### config.mk
export PLATFORM = sky130hd
export DESIGN_NAME = hisc_queue
export DESIGN_NICKNAME = d
export VERILOG_FILES = /design/src/hw/rtl/hisc_pkg.sv /design/src/hw/rtl/hisc_queue.sv
export SDC_FILE = /design/constraint.sdc
export NUM_CORES = 1
export LEC_CHECK = 0
export ABC_AREA = 0
export BUFFER_PORTS_ARGS = -buffer_cell sky130_fd_sc_hd__buf_2
export CELL_PAD_IN_SITES_DETAIL_PLACEMENT = 1
export CELL_PAD_IN_SITES_GLOBAL_PLACEMENT = 2
export CORE_MARGIN = 2
export CORE_UTILIZATION = 41
export CTS_BUF_LIST = sky130_fd_sc_hd__clkbuf_16
export DETAILED_ROUTE_END_ITERATION = 16
export PLACE_DENSITY = 0.84
export REMOVE_ABC_BUFFERS = 1
export SLEW_MARGIN = 20
export SYNTH_ARGS = -nofsm -noshare
export SYNTH_HDL_FRONTEND = slang
export SYNTH_SLANG_ARGS = --single-unit
### constraint.sdc
create_clock -name clk -period 6.8 [get_ports clk]
set_clock_uncertainty 0.15 [all_clocks]
set_input_delay 0.68 -clock clk [delete_from_list [all_inputs] [get_ports clk]]
set_output_delay 0.68 -clock clk [all_outputs]
set_load 0.01 [all_outputs]
### src/hw/rtl/hisc_pkg.sv
// Shared types and constants of the homography inlier scorer.
package hisc_pkg;

  localparam int NW      = 58;
  localparam int MW      = 57;
  localparam int QW      = 41;
  localparam int IDX_W   = 10;
  localparam int EPOCH_W = 8;
  localparam int SCORE_W = 48;
  localparam int CNT_W   = 13;

  localparam logic [NW-1:0] DEN_ONE = {{(NW-39){1'b0}}, 1'b1, 38'b0};
  localparam logic [QW-1:0] QUOT_CAP = {1'b1, {(QW-1){1'b0}}};

  typedef enum logic [2:0] {
    CFG_H_ROW0     = 3'd0,
    CFG_H_ROW1     = 3'd1,
    CFG_H_TRANS    = 3'd2,
    CFG_H_PERSP    = 3'd3,
    CFG_THRESHOLD  = 3'd4,
    CFG_USE_SCORES = 3'd5,
    CFG_USE_INDEX  = 3'd6
  } cfg_idx_t;

  typedef struct packed {
    logic signed [31:0] h0;
    logic signed [31:0] h1;
    logic signed [31:0] h2;
    logic signed [31:0] h3;
    logic signed [31:0] h4;
    logic signed [31:0] h5;
    logic signed [31:0] h6;
    logic signed [31:0] h7;
    logic [31:0]        thr;
    logic               use_scores;
    logic               use_index;
  } cfg_t;

  typedef struct packed {
    logic               ok;
    logic [31:0]        err;
    logic signed [31:0] mscore;
    logic [IDX_W-1:0]   idx;
    logic               last;
  } item_t;

  typedef enum logic [3:0] {
    F_IDLE, F_MUL, F_SUM, F_MAG, F_CHK, F_DIV, F_RND, F_DIFF, F_SQ, F_ERR
  } front_state_t;

  typedef enum logic [1:0] {
    B_CLEAR, B_IDLE, B_EVAL
  } back_state_t;

endpackage

### src/hw/rtl/hisc_queue.sv
// Two-entry queue between front end and scoring back end.
module hisc_queue (
  input  logic            clk,
  input  logic            rst_n,
  input  logic            push_valid,
  input  hisc_pkg::item_t push_item,
  output logic            push_ready,
  input  logic            pop,
  output logic            head_valid,
  output hisc_pkg::item_t head_item
);

  hisc_pkg::item_t mem_r [2];
  logic       wp_r, rp_r;
  logic [1:0] cnt_r;
  logic       do_push;

  assign push_ready = cnt_r != 2'd2;
  assign head_valid = cnt_r != 2'd0;
  assign head_item  = mem_r[rp_r];
  assign do_push    = push_valid && push_ready;

  always_ff @(posedge clk) begin
    if (do_push) begin
      mem_r[wp_r] <= push_item;
    end
  end

  always_ff @(posedge clk) begin
    if (!rst_n) begin
      wp_r  <= 1'b0;
      rp_r  <= 1'b0;
      cnt_r <= 2'd0;
    end else begin
      if (do_push) wp_r <= !wp_r;
      if (pop) rp_r <= !rp_r;
      cnt_r <= cnt_r + 2'(do_push) - 2'(pop);
    end
  end

  a_cnt_range: assert property (@(posedge clk) disable iff (!rst_n) cnt_r <= 2'd2)
    else $error("queue count out of range");
  a_pop_nonempty: assert property (@(posedge clk) disable iff (!rst_n) pop |-> head_valid)
    else $error("pop from empty queue");
  a_pop_count: assert property (@(posedge clk) disable iff (!rst_n)
    (pop && !do_push) |=> cnt_r == $past(cnt_r) - 2'd1)
    else $error("queue count lost a pop");

endmodule

=== Word level (Yosys, flattened, before mapping) ===
Memories as Yosys holds them, arrays and structs flattened. A register that Yosys moved wholly into a read port is not among the register bits.
Cells that the tools add are included.

* Add/sub/neg operators: 2
* Reduce and logical (&&, ||, !) cells: 4
* Multiplexer cells: 4
* Equality and inequality tests: 1

{| class="wikitable"
|+ Operators by type and width
! kind !! number
|-
| $mux W1 || 4
|-
| $add A2 B1 Y2 || 1
|-
| $logic_not A1 Y1 || 2
|-
| $ne A2 B2 Y1 const B || 1
|-
| $reduce_bool A2 Y1 || 1
|-
| $sub A2 B1 Y2 || 1
|-
| $logic_and A1 B1 Y1 || 1
|}

* Word-level logic and storage cells: 15
* RAM bits: 152
* Input port bits: 80
* Register bits: 4
* Output and inout bits: 78
* Memories: 1

{| class="wikitable"
|+ Memories
! memory !! words !! bits a word !! rd ports !! clocked after memory_dff !! write ports !! line !! RTL
|-
| mem_r || 2 || 76 || 1 || 1 || 1 || hisc_queue.sv:13 || <nowiki>hisc_pkg::item_t mem_r [2];</nowiki>
|}

=== Logic depth before layout (Yosys ltp) ===
* Depth after elaboration: 4
* Mapped depth: 7
* Mapped depth without buffers: 7

=== Worst setup path after synthesis ===
OpenSTA, ideal clock, no wires.

* Path kind: in2reg
* Start: input port push_valid
* End: memory mem_r[1][0] in the netlist's numbering (enable)
* Setup time: 0.443 ns
* Slack: 3.702 ns
* Required time: 6.207 ns
* Data arrival time: 2.505 ns
* Buffers on the path: 0
* Stages on the path: 1
* Path through: and3_1

* Cells in the longest elaborated chain, start to end: 3

{| class="wikitable"
|+ Ends and longest elaborated chain
! item !! line !! RTL
|-
| start, declared || hisc_queue.sv:5 || <nowiki>input logic push_valid,</nowiki>
|-
| $logic_and A1 B1 Y1 || hisc_queue.sv:21 || <nowiki>assign do_push = push_valid && push_ready;</nowiki>
|-
| $mux W1 || hisc_queue.sv:24 || <nowiki>if (do_push) begin</nowiki>
|-
| $mux W1 (implied by the code) || hisc_queue.sv:25 || <nowiki>mem_r[wp_r] <= push_item;</nowiki>
|-
| end, declared || hisc_queue.sv:13 ||
|}

Every way passes these cells.

==> metrics <==
outcome=finished clean; IO Count=158; Place WS=3.948 ns; final net count=516; Die Y=124.0 µm; Crit Path Max Fanout=41; CP Data Arrival Time=2.39 ns; PostCTS Resize Cnt=0; worst hold path type=in2reg; total track usage=14.82%; cell area after layout=7455 µm²; Placement Cell Area=6873 µm²; overflow left after global routing=0; Slew @ Worst Pin=1.023 ns; share of cells above drive strength 1=59.64%; WL final=10.93 mm; clock root buffer=clkbuf_16; total CTS buffers=17; Pleak=2.901 nW; Yosys cell types=25; sequential fraction of the synthesis area=79.00%; Initial Utilization=42.21%; n_diodes=0; clock tree buffer depth=2; Vias/cell=4.783; crit path time final=3.218 ns; Post-Syn Instances=264; clk sinks=157; Post-DRT Antenna Nets=0; end point of the critical path=head_item[33]; Worst Setup Start Kind=flop; flops & latches, synth=157; worst skew pair latency=0.41 ns; full die area=15380 µm²; final setup vio count=0; hold_buf cts=0; post-layout power=0.002386 W; maximum vdd ir drop=183.2 µV; Avg Inst Size Synth=22.37 µm²; critical path class=reg2out; CORE AREA=13990 µm²; synthesized area=5904 µm²; RSZ-0062 raised after global routing=no; r2r endpoint=mem_r[0][61]$_DFFE_PP_; DRC viols=0; vias=2994; largest net degree at the start of global routing=77; Setup TNS Final=0 ns; routability congestion estimate=0.6651; fin worst setup slack=3.582 ns; die width=124.0 µm; Core Rows=43; Max-slew headroom=31.83%; Reg clk slew, reported paths=0.06 ns; Avg WL per Cell=17.46 µm; period utilization=47.32%; Power Dens Cells=320.1 nW/µm²; vias in the first global route=3313; antenna violations before repair=0; Hold Vio Cnt, Final=0; Port Buffer Count=157; Max-Cap Viols=0; DR iter-0 viols=145; # Post-CTS Setup Buffers=0; f_max=0.3108 GHz; Reg-to-Reg Start=cnt_r[0]$_SDFF_PN0_; P&R area growth vs syn=26.26%; flop-to-flop setup slack=4.62 ns; TritonCTS clock tree=done; global-route wire length before repair=16.68 mm; Worst setup EP type=output pin; commonest non-fill, non-tap cell in the layout=buf_2; H-tree depth=4; commonest cells after routing, fill and taps aside=157 x buf_2, 152 x edfxtp_1, 40 x mux2_4, 36 x mux2_2, 17 x clkbuf_16; Worst R2R Path Depth=4; Critical Path RT=5.97 ns; final slew viol count=0; Detailed Place HPWL=7.151 mm; drt first pass iters=4; Synthesis Warnings=0
flip-flops by register name (all words and copies together), names as in the netlist, named ones only:
signal / count
cnt_r: 2
wp_r: 1
mem_r: 152
rp_r: 1
Yosys cell counts, drive strengths merged:
library cell / number / share of area [%]
a211oi: 1 / 0.13
nand3: 1 / 0.085
buf: 8 / 1.1
or2: 1 / 0.11
nor4b: 1 / 0.15
mux2i: 1 / 0.17
dfxtp: 5 / 1.7
edfxtp: 152 / 77
nand2: 2 / 0.13
mux2: 76 / 17
nand2b: 1 / 0.11
a21boi: 2 / 0.32
xnor2: 1 / 0.15
ha: 1 / 0.21
and3: 1 / 0.11
and2: 3 / 0.32
a21bo: 1 / 0.17
xor2: 1 / 0.15
a211o: 1 / 0.15
inv: 2 / 0.13
nand3b: 2 / 0.25
routing by layer:
layer  up-vias  track usage, %  share of wire (%)
met5         -               0                  0
met4         0           5.899                1.1
met3        10           5.128                7.2
met2       107           26.41                 53
met1      1496           16.17                 38
li1       1381               -                  -
stage by stage:
stage / util (%) / std cells / hold WS [ns]
after floorplan: - / 256 / 0.3785
after global placement: 49.13 / 595 / 0.4087
after detailed placement: 49.13 / 595 / 0.4268
after CTS: 53.15 / 625 / 0.2866
after global routing: 53.29 / 626 / 0.2864
final: 53.29 / 626 / 0.3075
final cells by class:
class / count / area (µm²)
fill: 1333 / 6534
multi-input combinational: 97 / 1170
sequential: 157 / 4668
inverter: 2 / 8.758
clock inverter: 13 / 136.4
clock buffer: 17 / 425.4
tap: 180 / 225.2
timing repair buffer: 160 / 820.8
worst min-delay path by stage:
stage | to | startpoint | cells after the start | slack, ns
floorplan | wp_r$_SDFFE_PN0P_ | wp_r$_SDFFE_PN0P_ | 2 | 0.38
global placement | flop | rp_r$_SDFFE_PN0P_ | 2 | 0.41
detailed placement | flop | rp_r$_SDFFE_PN0P_ | 2 | 0.43
CTS | mem_r[0][14]$_DFFE_PP_ | push_item[14] | 1 | 0.29
global route | mem_r[1][30]$_DFFE_PP_ | push_item[30] | 1 | 0.29
finish | mem_r[1][14]$_DFFE_PP_ | push_item[14] | 1 | 0.31
critical path: stages (launching register included):
cell	delay, ns
dfxtp_4	0.74
buf_4	0.63
mux2_2	0.41
buf_2	0.14
cell families (layout without fill, tap and decap cells):
| group | Yosys count | in the layout | share of synthesized area, % |
|---|---|---|---|
| flip-flops | 157 | 157 | 79.00 |
| multiplexers | 77 | 77 | 17.21 |
| AO/OA/AOI/OAI | 5 | 5 | 0.7630 |
| XOR/XNOR | 2 | 2 | 0.2967 |
| adder cells (fa/ha/maj) | 1 | 1 | 0.2119 |
| AND/OR/NAND/NOR | 12 | 12 | 1.250 |
| buffers and inverters | 10 | 192 | 1.271 |
report_power, final:
group | internal [W] | leakage, nW | switching (W)
registers | 0.00116 | 1.46 | 0.0000322
logic | 0.000147 | 1.15 | 0.000149
clock network | 0.000563 | 0.292 | 0.000335
Note: power is estimated with default switching activity, not from simulation.
